[src/hdl/dtd_pkg.sv]
// Shared types, register codes and constant tables for the day-distance block.
// Used by every module under hdl; depends on nothing else.
package dtd_pkg;

    localparam int YEAR_W     = 14;
    localparam int MONTH_W    = 4;
    localparam int DAY_W      = 5;
    localparam int COUNT_W    = 23;
    localparam int CFG_IDX_W  = 3;
    localparam int CFG_DATA_W = 14;
    // Adjusted year runs from -1 to 16384.
    localparam int ADJ_W      = 16;
    // Day numbers and their difference stay well inside 25 signed bits.
    localparam int DAYNUM_W   = 25;

    typedef enum logic [CFG_IDX_W-1:0] {
        CFG_FIRST_YEAR   = 3'd0,
        CFG_FIRST_MONTH  = 3'd1,
        CFG_FIRST_DAY    = 3'd2,
        CFG_SECOND_YEAR  = 3'd3,
        CFG_SECOND_MONTH = 3'd4,
        CFG_SECOND_DAY   = 3'd5
    } t_cfg_idx;

    typedef struct packed {
        logic [YEAR_W-1:0]  year;
        logic [MONTH_W-1:0] month;
        logic [DAY_W-1:0]   day;
    } t_date;

    localparam t_date RST_FIRST  = '{year: 14'd0,    month: 4'd1, day: 5'd1};
    localparam t_date RST_SECOND = '{year: 14'd2025, month: 4'd7, day: 5'd4};

    // Month renumbered so that the year starts in March: (m + 9) mod 12.
    localparam logic [3:0] MARCH_MONTH [16] = '{
        4'd9, 4'd10, 4'd11, 4'd0, 4'd1, 4'd2, 4'd3, 4'd4,
        4'd5, 4'd6,  4'd7,  4'd8, 4'd9, 4'd10, 4'd11, 4'd0
    };

    // Days before the first of each March-based month: (mm * 306 + 5) / 10.
    localparam logic [8:0] MONTH_OFFSET [16] = '{
        9'd0,   9'd31,  9'd61,  9'd92,  9'd122, 9'd153, 9'd184, 9'd214,
        9'd245, 9'd275, 9'd306, 9'd337, 9'd0,   9'd0,   9'd0,   9'd0
    };

    // Reciprocal of 100 scaled by 2**21; exact for every dividend below 2**15.
    localparam int         RECIP_SHIFT = 21;
    localparam logic [14:0] RECIP_100  = 15'd20972;

    localparam logic signed [DAYNUM_W-1:0] COUNT_MAX = 25'sd4194303;
    localparam logic signed [DAYNUM_W-1:0] COUNT_MIN = -25'sd4194304;

endpackage

[src/hdl/dtd_cfg.sv]
// Target date register file with a plain write port.
// Depends on dtd_pkg for the register codes, date struct and reset values.
module dtd_cfg (
    input  logic                               i_clk,
    input  logic                               i_rst_n,
    input  logic                               i_cfg_we,
    input  logic [dtd_pkg::CFG_IDX_W-1:0]      i_cfg_idx,
    input  logic [dtd_pkg::CFG_DATA_W-1:0]     i_cfg_data,
    output dtd_pkg::t_date                     o_first,
    output dtd_pkg::t_date                     o_second
);

    dtd_pkg::t_date r_first;
    dtd_pkg::t_date r_second;

    always_ff @(posedge i_clk) begin
        if (!i_rst_n) begin
            r_first  <= dtd_pkg::RST_FIRST;
            r_second <= dtd_pkg::RST_SECOND;
        end else if (i_cfg_we) begin
            unique case (dtd_pkg::t_cfg_idx'(i_cfg_idx))
                dtd_pkg::CFG_FIRST_YEAR: begin
                    r_first.year <= i_cfg_data[dtd_pkg::YEAR_W-1:0];
                end
                dtd_pkg::CFG_FIRST_MONTH: begin
                    r_first.month <= i_cfg_data[dtd_pkg::MONTH_W-1:0];
                end
                dtd_pkg::CFG_FIRST_DAY: begin
                    r_first.day <= i_cfg_data[dtd_pkg::DAY_W-1:0];
                end
                dtd_pkg::CFG_SECOND_YEAR: begin
                    r_second.year <= i_cfg_data[dtd_pkg::YEAR_W-1:0];
                end
                dtd_pkg::CFG_SECOND_MONTH: begin
                    r_second.month <= i_cfg_data[dtd_pkg::MONTH_W-1:0];
                end
                dtd_pkg::CFG_SECOND_DAY: begin
                    r_second.day <= i_cfg_data[dtd_pkg::DAY_W-1:0];
                end
                default: begin
                    // Indexes six and seven address nothing.
                end
            endcase
        end
    end

    assign o_first  = r_first;
    assign o_second = r_second;

endmodule

[src/hdl/dtd_civil.sv]
// Civil day number of a date given as adjusted year, March-based month and day.
// Purely combinational; depends on dtd_pkg for widths and constant tables.
module dtd_civil (
    input  logic signed [dtd_pkg::ADJ_W-1:0]    i_adj_year,
    input  logic [3:0]                          i_march_month,
    input  logic [dtd_pkg::DAY_W-1:0]           i_day,
    output logic signed [dtd_pkg::DAYNUM_W-1:0] o_day_num
);

    logic [14:0]                          mag;
    logic [12:0]                          q4;
    logic [29:0]                          prod100;
    logic [7:0]                           q100;
    logic [5:0]                           q400;
    logic signed [dtd_pkg::DAYNUM_W-1:0]  year_days;

    // The only negative adjusted year is -1, whose quotients truncate to zero.
    assign mag       = i_adj_year[dtd_pkg::ADJ_W-1] ? '0 : i_adj_year[14:0];
    assign q4        = 13'(mag >> 2);
    assign prod100   = 30'(mag) * 30'(dtd_pkg::RECIP_100);
    assign q100      = 8'(prod100 >> dtd_pkg::RECIP_SHIFT);
    assign q400      = 6'(q100 >> 2);
    assign year_days = dtd_pkg::DAYNUM_W'(i_adj_year) * 25'sd365;

    assign o_day_num = year_days
                     + $signed(dtd_pkg::DAYNUM_W'(q4))
                     - $signed(dtd_pkg::DAYNUM_W'(q100))
                     + $signed(dtd_pkg::DAYNUM_W'(q400))
                     + $signed(dtd_pkg::DAYNUM_W'(dtd_pkg::MONTH_OFFSET[i_march_month]))
                     + $signed(dtd_pkg::DAYNUM_W'(i_day))
                     - 25'sd1;

endmodule

[src/hdl/days_until_date.sv]
// Signed day distance from the current date to one of two configured targets.
// Depends on dtd_pkg, dtd_cfg and dtd_civil.
//
// One date beat is taken every clock cycle unless the input is stalled: a beat
// is captured in the input register, both civil day numbers, their difference
// and the saturation to 23 bits are formed in one pass, and the result is
// registered in the output register and held until the downstream side takes it.
// Upstream is stalled only when both registers are full and the output is
// stalled. A target year of zero repeats the date yearly, rolling to next year
// once the month and day have passed. Targets must be written while idle.
module days_until_date (
    input  logic                                  i_clk,
    input  logic                                  i_rst_n,
    input  logic                                  i_cfg_we,
    input  logic [dtd_pkg::CFG_IDX_W-1:0]         i_cfg_idx,
    input  logic [dtd_pkg::CFG_DATA_W-1:0]        i_cfg_data,
    input  logic                                  i_in_valid,
    output logic                                  o_in_stall,
    input  logic [dtd_pkg::YEAR_W-1:0]            i_current_year,
    input  logic [dtd_pkg::MONTH_W-1:0]           i_current_month,
    input  logic [dtd_pkg::DAY_W-1:0]             i_current_day,
    input  logic                                  i_target_select,
    output logic                                  o_out_valid,
    input  logic                                  i_out_stall,
    output logic signed [dtd_pkg::COUNT_W-1:0]    o_day_count
);

    dtd_pkg::t_date first_tgt;
    dtd_pkg::t_date second_tgt;
    dtd_pkg::t_date tgt;

    logic                                r_in_vld;
    logic [dtd_pkg::YEAR_W-1:0]          r_cy;
    logic [dtd_pkg::MONTH_W-1:0]         r_cm;
    logic [dtd_pkg::DAY_W-1:0]           r_cd;
    logic                                r_sel;
    logic                                r_out_vld;
    logic signed [dtd_pkg::COUNT_W-1:0]  r_day_count;
    logic signed [dtd_pkg::COUNT_W-1:0]  n_day_count;

    logic                                out_ready;
    logic                                in_ready;
    logic [3:0]                          cur_mm;
    logic [3:0]                          tgt_mm;
    logic                                wrap;
    logic [14:0]                         tgt_year;
    logic signed [dtd_pkg::ADJ_W-1:0]    cur_adj;
    logic signed [dtd_pkg::ADJ_W-1:0]    tgt_adj;
    logic signed [dtd_pkg::DAYNUM_W-1:0] cur_num;
    logic signed [dtd_pkg::DAYNUM_W-1:0] tgt_num;
    logic signed [dtd_pkg::DAYNUM_W-1:0] diff;

    dtd_cfg u_cfg (
        .i_clk      (i_clk),
        .i_rst_n    (i_rst_n),
        .i_cfg_we   (i_cfg_we),
        .i_cfg_idx  (i_cfg_idx),
        .i_cfg_data (i_cfg_data),
        .o_first    (first_tgt),
        .o_second   (second_tgt)
    );

    assign out_ready  = !r_out_vld || !i_out_stall;
    assign in_ready   = !r_in_vld || out_ready;
    assign o_in_stall = !in_ready;

    always_ff @(posedge i_clk) begin
        if (!i_rst_n) begin
            r_in_vld <= 1'b0;
        end else if (in_ready) begin
            r_in_vld <= i_in_valid;
        end
    end

    always_ff @(posedge i_clk) begin
        if (in_ready && i_in_valid) begin
            r_cy  <= i_current_year;
            r_cm  <= i_current_month;
            r_cd  <= i_current_day;
            r_sel <= i_target_select;
        end
    end

    assign tgt    = r_sel ? second_tgt : first_tgt;
    assign cur_mm = dtd_pkg::MARCH_MONTH[r_cm];
    assign tgt_mm = dtd_pkg::MARCH_MONTH[tgt.month];

    // January and February belong to the previous March-based year.
    assign cur_adj = (cur_mm >= 4'd10) ? $signed({2'b00, r_cy}) - 16'sd1
                                       : $signed({2'b00, r_cy});

    assign wrap = (tgt.month < r_cm) || ((tgt.month == r_cm) && (tgt.day < r_cd));

    always_comb begin
        if (tgt.year != '0) begin
            tgt_year = 15'(tgt.year);
        end else if (wrap) begin
            tgt_year = 15'(r_cy) + 15'd1;
        end else begin
            tgt_year = 15'(r_cy);
        end
    end

    assign tgt_adj = (tgt_mm >= 4'd10) ? $signed({1'b0, tgt_year}) - 16'sd1
                                       : $signed({1'b0, tgt_year});

    dtd_civil u_civil_cur (
        .i_adj_year    (cur_adj),
        .i_march_month (cur_mm),
        .i_day         (r_cd),
        .o_day_num     (cur_num)
    );

    dtd_civil u_civil_tgt (
        .i_adj_year    (tgt_adj),
        .i_march_month (tgt_mm),
        .i_day         (tgt.day),
        .o_day_num     (tgt_num)
    );

    assign diff = tgt_num - cur_num;

    always_comb begin
        if (diff > dtd_pkg::COUNT_MAX) begin
            n_day_count = dtd_pkg::COUNT_MAX[dtd_pkg::COUNT_W-1:0];
        end else if (diff < dtd_pkg::COUNT_MIN) begin
            n_day_count = dtd_pkg::COUNT_MIN[dtd_pkg::COUNT_W-1:0];
        end else begin
            n_day_count = diff[dtd_pkg::COUNT_W-1:0];
        end
    end

    always_ff @(posedge i_clk) begin
        if (!i_rst_n) begin
            r_out_vld <= 1'b0;
        end else if (out_ready) begin
            r_out_vld <= r_in_vld;
        end
    end

    always_ff @(posedge i_clk) begin
        if (out_ready && r_in_vld) begin
            r_day_count <= n_day_count;
        end
    end

    assign o_out_valid = r_out_vld;
    assign o_day_count = r_day_count;

`ifndef SYNTHESIS
    a_stall_only_when_full: assert property (@(posedge i_clk) disable iff (!i_rst_n)
        o_in_stall |-> (r_in_vld && r_out_vld && i_out_stall))
        else $error("input stalled while the pipeline has room");

    a_beat_moves_on: assert property (@(posedge i_clk) disable iff (!i_rst_n)
        (r_in_vld && !(r_out_vld && i_out_stall)) |=> r_out_vld)
        else $error("captured beat did not reach the output register");

    a_reset_empties: assert property (@(posedge i_clk)
        !i_rst_n |=> (!o_out_valid && !o_in_stall))
        else $error("pipeline not empty after reset");
`endif

endmodule
[config.mk]
export PLATFORM = sky130hd
export DESIGN_NAME = days_until_date
export DESIGN_NICKNAME = d
export VERILOG_FILES = /design/src/hdl/dtd_pkg.sv /design/src/hdl/dtd_cfg.sv /design/src/hdl/dtd_civil.sv /design/src/hdl/days_until_date.sv
export SDC_FILE = /design/constraint.sdc
export NUM_CORES = 1
export LEC_CHECK = 0
export BUFFER_PORTS_ARGS = -buffer_cell sky130_fd_sc_hd__buf_2
export CAP_MARGIN = 10
export CORE_AREA = 8 8 248 250
export CTS_BUF_LIST = sky130_fd_sc_hd__clkbuf_4
export DETAILED_ROUTE_END_ITERATION = 12
export DIE_AREA = 0 0 256 258
export PLACE_DENSITY = 0.66
export SLEW_MARGIN = 10
export SYNTH_ARGS = -nofsm -noshare
export SYNTH_HDL_FRONTEND = slang
export SYNTH_SLANG_ARGS = --single-unit
[constraint.sdc]
create_clock -name i_clk -period 23.3 [get_ports i_clk]
set_input_delay 1.165 -clock i_clk [delete_from_list [all_inputs] [get_ports i_clk]]
set_output_delay 1.165 -clock i_clk [all_outputs]
set_load 0.05 [all_outputs]
==> metrics.cfg, run 1 <==
[outcome]
status = finished, final reports clean

[detailed_routing]
drt-initial-drc-count = 808
wirelength_um = 57800
route.detailed.drc = 0
drtAntennaViolNets = 0
drt_pre_antenna_iters = 5
vias_per_cell = 5.01
via_count = 16200
wl_per_cell_um = 17.9

[cells_and_area]
layout.nets = 3267
layout-drive-gt1-share_pct = 7.17
design_area_um2 = 24200
syn2layout_area_growth_pct = 6.11

[setup_path]
slowest_stage = mux2i_4
cp_max_fo = 30
cp_common_cell = fa_1
arrival_ns = 18.49
end_kind = flip-flop
critPathKind = reg2reg
cp.required_ns = 23.61
cp-start-kind = flip-flop
slowest_delay_ns = 0.80

[synthesis]
syn_inst = 2393
yosys_register_bits = 95
yosys.cell_types.count = 92
syn-num-nets = 3210
yosys_warnings = 0
netlist_area_um2 = 22800
synthArstFlopShare_pct = 0
netlist.area_leader.share_pct = 30.9
synth_ff_type = dfxtp_1
ys_seq_area_share_pct = 10.4
syn_area_per_cell_um2 = 9.53
synth_top_cell_by_area = fa_1
yosysMostFrequentCell = inv_1
synth-edff-count = 47
yosys-top-cells-area = fa_1 (31%), ha_1 (23%), inv_1 (10%)
synthTopCellsByCount = inv_1 (624), ha_1 (419), fa_1 (352)

[sta]
setup_ws_ns = 5.11
slew_headroom_pct = 27.1
post-route-period-util_pct = 78.1
hold_viol = 0
layout_min_cycle_time_ns = 18.19
max_clock_freq_mhz = 55.0
finalMaxSlewViolations = 0
finalSetupViolCount = 0
skew_ns = 0.0284
max_slew.worst_pin.slew_ns = 1.09
rsz0062_at_grt = no
fin_setup_tns_ns = 0

[floorplanning]
core_area_um2 = 57400
start_util_pct = 39.7
rows = 88
die_h_um = 258
num_io_pins = 71
die_w_um = 256
dieArea_um2 = 66000

[clocking]
postCtsSetupRepairBufs = 0
h-tree-depth = 3
cts.repair.resized = 0
cts_root_buf = clkbuf_4
cts_buffers = 9
hold_buffers = 0
cts.path.max_buffers = 2
clk_latency_ns = 0.59
cts_tree = yes
clock_sinks = 95
clk_pin_slew_worst_paths_ns = 0.17

[grt]
track_usage_pct = 17.6
grt_max_degree = 49
grt_pass1_wl_um = 92900
antenna_found_initial = 3
grt.overflow.total = 0
grt_pass1_vias = 17300

[run]
maxCapViolations = 0

[place]
place_congestion = 0.968
placed_cell_area_um2 = 24000
dp_slack_ns = 5.21
hpwl_um = 51100
portBuffers = 70

[min_path]
hold_class = reg2reg

-- critical path: cells and delay by family, from the launching register on --
family          cells  cell delay [ns]
simple gates       14             2.49
flops               1             0.36
buf+inv            10             0.84
fa+ha+maj          18             8.06
mux                 2             1.21
compound gates     12             3.77
xor+xnor            4             1.13
-- layout make-up --
type | instances | area [um^2]
clock buffer | 10 | 75.1
timing repair buffer | 90 | 500
antenna | 3 | 7.51
clock inverter | 6 | 63.8
multi-input combinational | 1627 | 17900
tap | 765 | 957
fill | 5583 | 33200
sequential | 95 | 2370
inverter | 627 | 2360
-- sequential cells by signal, indices dropped and copies added, names as in the netlist --
| name | flops |
|---|---|
| r_cd | 5 |
| r_sel | 1 |
| r_in_vld | 1 |
| r_cm | 4 |
| r_cy | 14 |
| o_out_valid | 1 |
| o_day_count | 23 |
| u_cfg.o_second | 23 |
| u_cfg.o_first | 23 |
-- layout by cell type, fill, tap and decap left out, types with 5 or more instances in the layout --
cell type	netlist	final
nor3_1	25	25
fa_1	352	352
nor4_1	6	6
inv_1	624	624
buf_4	1	20
xnor2_1	66	66
clkbuf_4	0	10
and3_1	22	22
a211oi_1	7	6
a21o_1	24	24
mux2i_1	39	38
a21boi_0	22	21
a221oi_1	5	5
nand2_1	162	162
nand2b_1	13	13
nand4_1	10	10
nor2b_1	26	25
or3_1	5	5
o21ai_2	17	17
nand3_1	28	28
and2_1	11	11
buf_2	8	70
dfxtp_1	48	48
o21a_1	8	8
o21ai_0	45	45
mux2_2	10	10
ha_1	419	419
nor2_1	86	86
xor2_1	50	50
xnor2_2	5	5
a21oi_1	53	53
a31oi_1	6	6
edfxtp_1	47	47
-- final timing paths --
path	startpoint	endpoint	slack, ns	depth (start not counted)
hold / removal	u_cfg.o_first[22]$_SDFFE_PN0P_	u_cfg.o_first[22]$_SDFFE_PN0P_	0.49	2
setup reg to reg	r_sel$_DFFE_PP_	o_day_count[5]$_SDFFCE_PN1P_	5.11	60
hold reg to reg	u_cfg.o_first[22]$_SDFFE_PN0P_	u_cfg.o_first[22]$_SDFFE_PN0P_	0.49	2
setup / recovery	r_sel$_DFFE_PP_	o_day_count[5]$_SDFFCE_PN1P_	5.11	60
-- logic make-up after synthesis --
kind of cell	share of synthesized area, %
buf+inv	11.4
xor+xnor	4.81
fa+ha+maj	54.0
mux	2.49
simple gates	9.27
compound gates	7.66
flops	10.4
-- per-layer routing --
metal | GRT usage [%] | vias up | share of wire [%]
met5 | 0 | - | 0
met4 | 4.76 | 0 | 2.3
met3 | 2.55 | 72 | 4.6
met2 | 31.1 | 375 | 50
met1 | 22.5 | 8000 | 43
li1 | - | 7703 | -
-- through the flow --
| step | utilization [%] | hold WS, ns | instances |
|---|---|---|---|
| CTS | 42.2 | 0.492 | 3220 |
| global placement | 41.9 | 0.454 | 3204 |
| global route | 42.2 | 0.513 | 3222 |
| detailed placement | 41.9 | 0.471 | 3204 |
| floorplan | - | 0.436 | 2393 |
| finish | 42.2 | 0.490 | 3223 |
Power of run 1 is left out: the tool's default activity adds up to more than one toggle a clock period on the data nets, which glitch-free logic cannot reach.
==> run 2, diff against run 1 <==
Settings changed: ABC_AREA set to 1, CORE_AREA 8 8 248 250 to 8 8 249 251, DIE_AREA 0 0 256 258 to 0 0 257 259.
Clock period 23.3 ns to 16.8 ns, I/O delays scaled along.
==> metrics.cfg, run 2 <==
[floorplanning]
die_h_um = 259  ; +0.39%
num_io_pins = 71  ; unchanged
rows = 89  ; +1.1%
start_util_pct = 39.5  ; -0.29 points
die_w_um = 257  ; +0.39%
dieArea_um2 = 66600  ; +0.78%
core_area_um2 = 58200  ; +1.5%

[setup_path]
cp-start-kind = flip-flop
cp_common_cell = fa_1
crit-reg2reg-launch = r_cm[3]$_DFFE_PP_
r2r_end = o_day_count[5]$_SDFFCE_PN1P_
worstSetupStartpoint = r_cm[3]$_DFFE_PP_
regToRegSetupSlack_ns = 0.94  ; -4.17 ns
cp.required_ns = 17.01  ; -6.60 ns
arrival_ns = 16.07  ; -2.42 ns
critPathKind = reg2reg
slowest_delay_ns = 0.60  ; -0.20 ns
cp_max_fo = 22  ; -27%
endpoint = o_day_count[5]$_SDFFCE_PN1P_
slowest_stage = xor2_1
rr_worst_depth = 67  ; +12%
end_kind = flip-flop

[sta]
max_clock_freq_mhz = 63.1  ; +15%
fin_setup_tns_ns = 0  ; unchanged
hold_viol = 0  ; unchanged
finalSetupViolCount = 0  ; unchanged
skew_ns = 0.0232  ; -0.00520 ns
finalMaxSlewViolations = 0  ; unchanged
hold_ws_ns = 0.461  ; -0.0289 ns
post-route-period-util_pct = 94.4  ; +16 points
slew_headroom_pct = 27.5  ; +0.38 points
layout_min_cycle_time_ns = 15.86  ; -2.33 ns
max_slew.worst_pin.slew_ns = 1.09  ; +0.000931 ns
rsz0062_at_grt = no

[cells_and_area]
post-route-util_pct = 42.2  ; +0.074 points
final_common_cell = inv_1
seq_area_um2 = 2370  ; unchanged
layout.nets = 3624  ; +11%
layout-drive-gt1-share_pct = 7.11  ; -0.054 points
layout_common_cells = inv_1 (749), ha_1 (419), nand2_1 (374)
n_fill_cell = 5786  ; +3.6%
multi_input_area_um2 = 17600  ; -1.3%
syn2layout_area_growth_pct = 7.08

[clocking]
cts_tree = yes
clock_sinks = 95  ; unchanged
h-tree-depth = 3  ; unchanged
cts.path.max_buffers = 2  ; unchanged
cts_root_buf = clkbuf_4
cts_buffers = 9  ; unchanged
clk_pin_slew_worst_paths_ns = 0.15  ; -0.02 ns
clk_latency_ns = 0.46  ; -0.13 ns

[place]
hpwl_um = 52400  ; +2.4%
portBuffers = 70  ; unchanged
place_congestion = 0.953  ; -1.6%

[synthesis]
ys_seq_area_share_pct = 10.3  ; -0.080 points
syn_area_per_cell_um2 = 8.46  ; -11%
yosys.cell_types.count = 51  ; -45%
synthArstFlopShare_pct = 0  ; unchanged
synthTopCellsByCount = inv_1 (749), ha_1 (419), nand2_1 (374)
yosys_register_bits = 95  ; unchanged
yosys-top-cells-area = fa_1 (31%), ha_1 (23%), inv_1 (12%)
netlist.area_leader.share_pct = 30.7  ; -0.24 points
synth-edff-count = 47  ; unchanged
syn_inst = 2717  ; +14%
yosysMostFrequentCell = inv_1
synth_top_cell_by_area = fa_1
synth_ff_type = dfxtp_1
syn-num-nets = 3534  ; +10%
yosys_warnings = 0  ; unchanged
netlist_area_um2 = 23000  ; +0.78%

[detailed_routing]
wl_per_cell_um = 16.3  ; -9.4%
drt_pre_antenna_iters = 7  ; +2
drtAntennaViolNets = 0  ; unchanged
vias_per_cell = 4.80  ; -4.1%
via_count = 17200  ; +6.7%
wirelength_um = 58300  ; +0.85%
route.detailed.drc = 0  ; unchanged
drt-initial-drc-count = 1109  ; +37%

[grt]
grt_max_degree = 48  ; -2.0%
track_usage_pct = 17.8  ; +0.16 points
grt.overflow.total = 0  ; unchanged
grt_pass1_vias = 17800  ; +3.1%
antenna_found_initial = 1  ; -2
grt_pass1_wl_um = 95000  ; +2.2%

[outcome]
status = finished, final reports clean

[min_path]
hold_class = reg2reg

[run]
maxCapViolations = 0  ; unchanged

[run 2: changes by cell type in the layout (fill, tap and decap cells not counted), sizes merged, moves of 31 or more]
cell,change
inv,+126
mux2i,-41
nand2,+235
nand3,+53
nor2,+116
xnor2,-55
xor2,+31
[run 2: worst max-delay path: cells and delay by family (launching register included)]
kind	cells	cell delay, ns
xor gates and xnor gates	2	0.94
adders and majority gates	17	7.73
and+or+nand+nor	24	3.13
buffers and inverters	12	1.03
AOI/OAI and AO/OA	12	2.23
DFF	1	0.47
[run 2: kinds of logic after synthesis]
group	share of synthesized area [%]
AOI/OAI and AO/OA	5.66
buffers and inverters	13.3
and+or+nand+nor	13.5
DFF	10.3
adders and majority gates	53.5
xor gates and xnor gates	3.70
muxes	0.0436
[run 2: final cells by class]
class | count | area share [%]
multi-input cells | 1832 | 71.6
inverters | 757 | 11.6
flip-flops and latches | 95 | 9.64
well taps | 773 | 3.93
repair buffers | 112 | 2.81
clock buffers | 11 | 0.336
clock inverters | 4 | 0.0966
diodes | 2 | 0.0203
[run 2: timing repair]
item                                    in CTS  in global routing
hold buffers                                 0                  0
pin swaps                                    0                  1
endpoints found under the setup margin      22                 23
setup buffers                                0                  3
resized for setup                            4                 13
[run 2: metal layers]
metal	routed length (um)	global-route usage [%]
met1	26900	24.7
met5	0	0
met3	3160	2.42
met2	27200	29.7
met4	1030	3.24
[run 2: how the worst min path moves through the flow]
stage                                    startpoint                         endpoint  slack [ns]  cells after the start
global route        u_cfg.o_second[10]$_SDFFE_PN0P_  u_cfg.o_second[10]$_SDFFE_PN0P_        0.48                      2
floorplan           u_cfg.o_second[12]$_SDFFE_PN1P_  u_cfg.o_second[12]$_SDFFE_PN1P_        0.43                      2
detailed placement  u_cfg.o_second[17]$_SDFFE_PN1P_  u_cfg.o_second[17]$_SDFFE_PN1P_        0.44                      2
CTS                 u_cfg.o_second[13]$_SDFFE_PN0P_  u_cfg.o_second[13]$_SDFFE_PN0P_        0.46                      2
finish              u_cfg.o_second[13]$_SDFFE_PN0P_  u_cfg.o_second[13]$_SDFFE_PN0P_        0.46                      2
global placement    u_cfg.o_second[10]$_SDFFE_PN0P_  u_cfg.o_second[10]$_SDFFE_PN0P_        0.44                      2
[run 2: per-stage QoR]
step	cell area (um^2)	setup slack (ns)	std cells
after floorplan	23000	2.36	2717
after global placement	24400	-0.0339	3566
after detailed placement	24400	-0.170	3566
after CTS	24500	0.122	3581
after global routing	24600	0.0535	3585
final	24600	0.943	3586
Power of run 2 is left out for the same reason.
